==> src/sv/ghsf_pkg.sv <==
// ----------------------------------------------------------------------------
// ghsf_pkg
// Shared types and constants of the gaussian half-scale filter.
// ----------------------------------------------------------------------------
`default_nettype none
package ghsf_pkg;
   localparam logic [2:0] CsrSrcWIdx = 3'd0;
   localparam logic [2:0] CsrSrcHIdx = 3'd1;
   localparam logic [2:0] CsrDstWIdx = 3'd2;
   localparam logic [2:0] CsrDstHIdx = 3'd3;
   localparam logic [2:0] CsrModeIdx = 3'd4;

   localparam logic FuncWrite   = 1'b0;
   localparam logic FuncCompute = 1'b1;

   typedef enum logic [2:0] {
      ST_IDLE,
      ST_DIV,
      ST_CHECK,
      ST_TAPS,
      ST_DRAIN,
      ST_OUT
   } state_type;

   typedef struct packed {
      logic load;
      logic div_start;
      logic tap_start;
      logic tap_step;
      logic acc_drain;
      logic finish;
   } cmd_type;

   typedef struct packed {
      logic div_done;
      logic border;
      logic tap_last;
   } status_type;

   function automatic logic [4:0] tap_weight(input logic mode, input logic [2:0] k);
      logic [4:0] w;
      begin
         w = 5'd0;
         if (mode) begin
            case (k)
               3'd0, 3'd4: w = 5'd1;
               3'd1, 3'd3: w = 5'd4;
               3'd2:       w = 5'd6;
               default:    w = 5'd0;
            endcase
         end else begin
            case (k)
               3'd0, 3'd2: w = 5'd1;
               3'd1:       w = 5'd2;
               default:    w = 5'd0;
            endcase
         end
         return w;
      end
   endfunction
endpackage
`default_nettype wire

==> src/sv/ghsf_ctrl.sv <==
// ----------------------------------------------------------------------------
// ghsf_ctrl
// Controller: sequences division, tap reads and the result handshake.
// ----------------------------------------------------------------------------
`default_nettype none
module ghsf_ctrl (
   input  wire logic                 clock,
   input  wire logic                 reset,
   input  wire logic                 req_fire,
   input  wire logic                 req_compute_ok,
   input  wire logic                 rsp_ready,
   input  wire ghsf_pkg::status_type status,
   output ghsf_pkg::cmd_type         cmd,
   output logic                      req_ready,
   output logic                      rsp_valid
);
   import ghsf_pkg::*;

   state_type state_ff, state_in;

   always_ff @(posedge clock) begin
      if (reset) begin
         state_ff <= ST_IDLE;
      end else begin
         state_ff <= state_in;
      end
   end

   always_comb begin
      state_in  = state_ff;
      cmd       = '0;
      req_ready = 1'b0;
      rsp_valid = 1'b0;
      unique case (state_ff)
         ST_IDLE: begin
            req_ready = 1'b1;
            if (req_fire && req_compute_ok) begin
               cmd.load      = 1'b1;
               cmd.div_start = 1'b1;
               state_in      = ST_DIV;
            end
         end
         ST_DIV: begin
            if (status.div_done) begin
               state_in = ST_CHECK;
            end
         end
         ST_CHECK: begin
            if (status.border) begin
               state_in = ST_OUT;
            end else begin
               cmd.tap_start = 1'b1;
               state_in      = ST_TAPS;
            end
         end
         ST_TAPS: begin
            cmd.tap_step = 1'b1;
            if (status.tap_last) begin
               state_in = ST_DRAIN;
            end
         end
         ST_DRAIN: begin
            cmd.acc_drain = 1'b1;
            state_in      = ST_OUT;
         end
         ST_OUT: begin
            rsp_valid = 1'b1;
            if (rsp_ready) begin
               cmd.finish = 1'b1;
               state_in   = ST_IDLE;
            end
         end
         default: state_in = ST_IDLE;
      endcase
   end
endmodule
`default_nettype wire

==> config.mk <==
export PLATFORM = sky130hd
export DESIGN_NAME = ghsf_ctrl
export DESIGN_NICKNAME = d
export VERILOG_FILES = /design/src/sv/ghsf_pkg.sv /design/src/sv/ghsf_ctrl.sv
export SDC_FILE = /design/constraint.sdc
export NUM_CORES = 1
export LEC_CHECK = 0
export ABC_AREA = 1
export BUFFER_PORTS_ARGS = -buffer_cell sky130_fd_sc_hd__buf_4
export CORE_AREA = 2 2 39 41
export DETAILED_ROUTE_END_ITERATION = 8
export DIE_AREA = 0 0 41 43
export PLACE_DENSITY = 0.43
export SYNTH_ARGS = -nofsm -noshare
export SYNTH_HDL_FRONTEND = slang
export SYNTH_SLANG_ARGS = --single-unit
==> constraint.sdc <==
create_clock -name clock -period 1.55 [get_ports clock]
set_clock_uncertainty 0.2 [all_clocks]
set_input_delay 0.31 -clock clock [delete_from_list [all_inputs] [get_ports clock]]
set_output_delay 0.31 -clock clock [all_outputs]
set_load 0.03 [all_outputs]
==> flow_summary.toml, run 1 <==
[detailed_routing]
wirelength_um = 680
drt-vias-per-instance = 3.89
detailroute.via_count = 319
detailedRoute.firstPassIterationCount = 3
post-route-drc-count = 0
route.detailed.wl_per_inst_um = 8.29
postRouteAntennaNets = 0
number_of_drc_markers_after_the_initial_detailed_route_iteration = 4

[pwr]
vdd.ir_drop.worst_v = 0.000961
power_per_cell_area_mw_per_mm2 = 2210
power.static_leakage_nw = 0.250

[yosys]
post-synth-top-area-cell = "dfxtp_1"
synth_area_sq_um = 254
ys_seq_elements = 3
synth_top_area_frac = 0.236
top_cells_by_area_synth = "dfxtp_1, nor2_1, nand2_1"
syn_nets = 53
yosysSeqAreaShare = 0.236
syn_inst = 45
ys_types = 14
yosys_warnings = 0
syn_area_per_cell_sq_um = 5.64

[floorplan]
initial_core_util = 0.184
design.core.area_sq_mm = 0.00138
fp.dieArea_sq_mm = 0.00176
placementRows = 14
pin_count = 16
die_x_um = 41
die_height_um = 43

[clock_tree]
worstSkewPairLatency_ns = 0.23
htreeDepth = 1
numCtsBuffers = 3
clockBufferDepth = 2
clkTransAtPathRegs_ns = 0.04
cts_tree = "done"
clockRootBuffer = "clkbuf_4"
clock_sink_count = 3

[sta]
final-hold-violation-count = 0
final.setup.tns_ns = -0.220
rsz_0062_raised_after_global_routing = "yes"
timing.final.ws_setup_ns = -0.0671
highest_achievable_clock_rate_mhz = 618
slew-limit-headroom = 0.881
timing.final.crit_period_ns = 1.62
slew_viol_final = 0
final-setup-viol-count = 4
layout_worst_path_cycle_share = 1.04
tightestPinTransition_ns = 0.176

[place]
dp_hpwl_um = 554
worst_slack_after_detailed_placement_ns = 0.0958
place.gp.congestion = 0.662
portBuffers = 15

[grt]
grt_antenna_before_repair = 0
grt_pass1_wl_mm = 1.08
grt_start_max_net_pins = 9
grt_use_total = 0.0884
vias_in_the_first_global_route = 294
grt.overflow.total = 0

[setup_path]
critPathMaxFanout = 7
timing.critical_path.to_type = "primary output"
critPathRequiredTime_ns = 1.04
criticalPathCategory = "reg2out"
startpoint_type_of_the_worst_setup_path = "flip-flop"
critical_path_arrival_ns = 1.11

[cells_and_area]
largest_register = "state_ff"
largest_registers = "state_ff (3)"
layout-drive-gt1-share = 0.515
largest_reg_flops = 3
diodes = 0
area.growth.synth_to_final_pct = 87.7
finalNetCount = 75

[outcome]
failed_checks = "setup timing"
run_status = "finished with violations"

[worst_hold_path]
worst_hold_path_type = "in2reg"

[run]
max_cap_violations = 0
power breakdown:
part	total, mW	switching, mW	leakage (nW)	internal (mW)
sequential	0.210	0.0755	0.0264	0.135
combinational	0.708	0.417	0.209	0.291
clock	0.135	0.0387	0.0150	0.0964
total	1.05	0.531	0.250	0.523
layout by cell type, fill, tap and decap left out, drive strengths merged:
cell type,instances
clkbuf,4
o22ai,1
o21ai,2
inv,8
dfxtp,3
a21oi,1
nor3,1
nand2,11
nand3,4
buf,18
nor2,13
cells in the mapped netlist, drive strengths merged:
master and n:
a21oi 1, buf 1, dfxtp 3, inv 8, nand2 11, nand3 4
nor2 13, nor3 1, o21ai 2, o22ai 1
worst max-delay path, stage by stage (launching register included):
cell and delay (ns):
dfxtp_4 0.36, nor2_4 0.09, inv_2 0.07, nor3_4 0.19, buf_6 0.16
cells by family (layout without fill, tap and decap cells):
family | Yosys count | after routing | share of synthesized area
simple gates | 29 | 29 | 0.532
buf+inv | 9 | 30 | 0.148
compound gates | 4 | 4 | 0.0837
flops | 3 | 3 | 0.236
area by class of cell:
cell class	count	area, sq um
clock buffer	4	26.3
timing repair buffer	18	146
tap	16	20.0
fill	169	907
inverter	8	32.5
multi-input combinational	33	183
sequential	3	68.8
routing by layer:
| metal | up-vias | global-route usage | share of wire |
|---|---|---|---|
| li1 | 177 | - | - |
| met1 | 129 | 0.109 | 0.47 |
| met2 | 13 | 0.131 | 0.44 |
| met3 | 0 | 0.0157 | 0.088 |
| met4 | 0 | 0.0600 | 0 |
| met5 | - | 0 | 0 |
repair_timing:
item / CTS / global route
resized for setup: 6 / 4
endpoints found under the setup margin: 7 / 5
hold buffers: 0 / 0
pin swaps: 2 / 1
setup buffers: 1 / 1
path summary, 6_finish.rpt:
| path | start | endpoint | slack [ns] | depth (start not counted) |
|---|---|---|---|---|
| worst max-delay path | state_ff[1] | cmd[5] | -0.07 | 4 |
| worst max register to register | state_ff[2] | state_ff[2] | 0.30 | 7 |
| worst min-delay path | reset | state_ff[0] | 0.03 | 2 |
| worst min register to register | state_ff[1] | state_ff[1] | 0.38 | 4 |
through the flow:
stage	utilization	total power, mW	std cells	instance area, sq um	hold WS (ns)
2_1_floorplan	-	0.649	45	278	0.182
3_3_place_gp	0.294	0.833	76	407	0.285
3_5_place_dp	0.294	0.833	76	407	0.282
4_1_cts	0.329	1.03	81	455	0.0277
5_1_grt	0.344	1.15	82	477	0.0420
6_report	0.344	1.05	82	477	0.0341
(Power assumes the default switching activity.)
==> run 2: changes to the inputs <==
- CTS_BUF_LIST: not set -> sky130_fd_sc_hd__clkbuf_4 sky130_fd_sc_hd__clkbuf_8 sky130_fd_sc_hd__clkbuf_16
- HOLD_SLACK_MARGIN: not set -> 0.02
- PLACE_DENSITY: 0.43 -> 0.42
==> run 2 against run 1 <==
Compared with the run above: the flow still finishes with violations (setup timing); first-iteration DRC count is 50% higher; design area is 13% higher; critical path type unchanged; die area stayed put; combinational power is 20% higher.
==> flow_summary.toml, run 2 (synthesis gave the netlist of run 1 again) <==
[outcome]
run_status = "finished with violations"
failed_checks = "setup timing"

[grt]
grt_antenna_before_repair = 0
grt_start_max_net_pins = 7
grt_pass1_wl_mm = 1.34
vias_in_the_first_global_route = 361
grt.overflow.total = 0
grt_use_total = 0.112

[clock_tree]
cts.hold.buffers_added = 0
numCtsBuffers = 3
worstSkewPairLatency_ns = 0.23
htreeDepth = 1
cts_tree = "done"
clockBufferDepth = 2
clockRootBuffer = "clkbuf_4"
clock_sink_count = 3
clkTransAtPathRegs_ns = 0.04

[worst_hold_path]
worst_hold_path_type = "in2reg"

[sta]
final-setup-viol-count = 4
timing.final.ws_setup_ns = -0.0848
layout_worst_path_cycle_share = 1.05
slew-limit-headroom = 0.879
rsz_0062_raised_after_global_routing = "yes"
slew_viol_final = 0
tightestPinTransition_ns = 0.180
final-hold-violation-count = 0
timing.final.crit_period_ns = 1.63
highest_achievable_clock_rate_mhz = 612

[floorplan]
fp.dieArea_sq_mm = 0.00176
placementRows = 14
design.core.area_sq_mm = 0.00138
die_x_um = 41
die_height_um = 43
pin_count = 16
initial_core_util = 0.184

[detailed_routing]
detailroute.via_count = 352
detailedRoute.firstPassIterationCount = 4
wirelength_um = 733
number_of_drc_markers_after_the_initial_detailed_route_iteration = 6
postRouteAntennaNets = 0
route.detailed.wl_per_inst_um = 8.43
drt-vias-per-instance = 4.05
post-route-drc-count = 0

[place]
place.gp.congestion = 0.734
portBuffers = 15
place_area_sq_um = 414
dp.cells = 77
dp_hpwl_um = 558

[cells_and_area]
largest_reg_flops = 3
area.growth.synth_to_final_pct = 112
sequential_cell_area_sq_um = 68.8
final_common_cell = "buf_4"
largest_registers = "state_ff (3)"
total_area_of_multi_input_combinational_cells_sq_um = 198
design_area_sq_um = 538
final_cells = 87
layout-drive-gt1-share = 0.634
num-fill-cells = 169
largest_register = "state_ff"
diodes = 0
layout.cells.most_common_list = "buf_4, nand2_1, nor2_1, inv_2, buf_6"
finalNetCount = 80

[setup_path]
crit_path_top_delay_cell = "dfxtp_4"
critical-path-max-stage-delay_ns = 0.36
criticalPathCategory = "reg2out"
critPathRequiredTime_ns = 1.04
critPathMaxFanout = 4
cells_along_the_critical_path = "nor2_4 -> inv_2 -> nor3_4 -> buf_6"
startpoint_type_of_the_worst_setup_path = "flip-flop"
critical_path_arrival_ns = 1.12
timing.critical_path.to_type = "primary output"

[pwr]
vdd.ir_drop.worst_v = 0.000822
power.static_leakage_nw = 0.277
power_per_cell_area_mw_per_mm2 = 2250

[run]
max_cap_violations = 0
==> run 2: metal layers <==
metal	wire length [um]	part of all wire	vias to the layer above	GRT usage
li1	-	-	192	-
met1	321	0.44	150	0.135
met2	373	0.51	8	0.172
met3	23	0.031	2	0.0157
met4	15	0.020	0	0.0800
met5	0	0	-	0
==> run 2: critical path, delay by kind of cell, from the launching register on <==
kind                   cells  cell delay (ns)
flip-flops                 1             0.36
AND/OR/NAND/NOR            2             0.30
buffers and inverters      2             0.23
==> run 2: what timing repair did <==
action	CTS	global route
setup endpoints to repair	8	8
gates cloned	0	0
setup buffers	3	3
pin swaps	2	4
gates resized for setup	8	9
==> run 2: cell type report <==
cell class / instances / area share
Multi-Input combinational cell: 33 / 0.367
Sequential cell: 3 / 0.128
Timing Repair Buffer: 23 / 0.356
Tap cell: 16 / 0.0372
Inverter: 8 / 0.0558
Clock buffer: 4 / 0.0558
==> run 2: path summary, 6_finish.rpt <==
kind | start | to | slack [ns] | depth (start not counted)
hold / removal | reset | state_ff[0] | 0.03 | 2
hold reg to reg | state_ff[1] | state_ff[1] | 0.48 | 5
setup reg to reg | state_ff[0] | state_ff[1] | 0.23 | 7
setup / recovery | state_ff[1] | cmd[5] | -0.08 | 4
==> run 2: power breakdown <==
| group | leakage [nW] | total (mW) | switching [mW] | internal, mW |
|---|---|---|---|---|
| logic | 0.232 | 0.851 | 0.464 | 0.387 |
| clock network | 0.0184 | 0.156 | 0.0416 | 0.114 |
| registers | 0.0264 | 0.202 | 0.0686 | 0.134 |
| total | 0.277 | 1.21 | 0.574 | 0.635 |
==> run 2: metrics by stage <==
stage / setup TNS, ns / utilization / total power [mW] / hold WS, ns / worst slack [ns]
final: -0.263 / 0.389 / 1.21 / 0.0296 / -0.0848
after global routing: -0.665 / 0.389 / 1.32 / 0.0262 / -0.144
after CTS: -0.362 / 0.354 / 1.11 / 0.0224 / -0.101
after detailed placement: 0 / 0.299 / 0.850 / 0.279 / 0.0852
after global placement: 0 / 0.299 / 0.855 / 0.281 / 0.103
after floorplan: -0.0766 / - / 0.649 / 0.182 / -0.0259
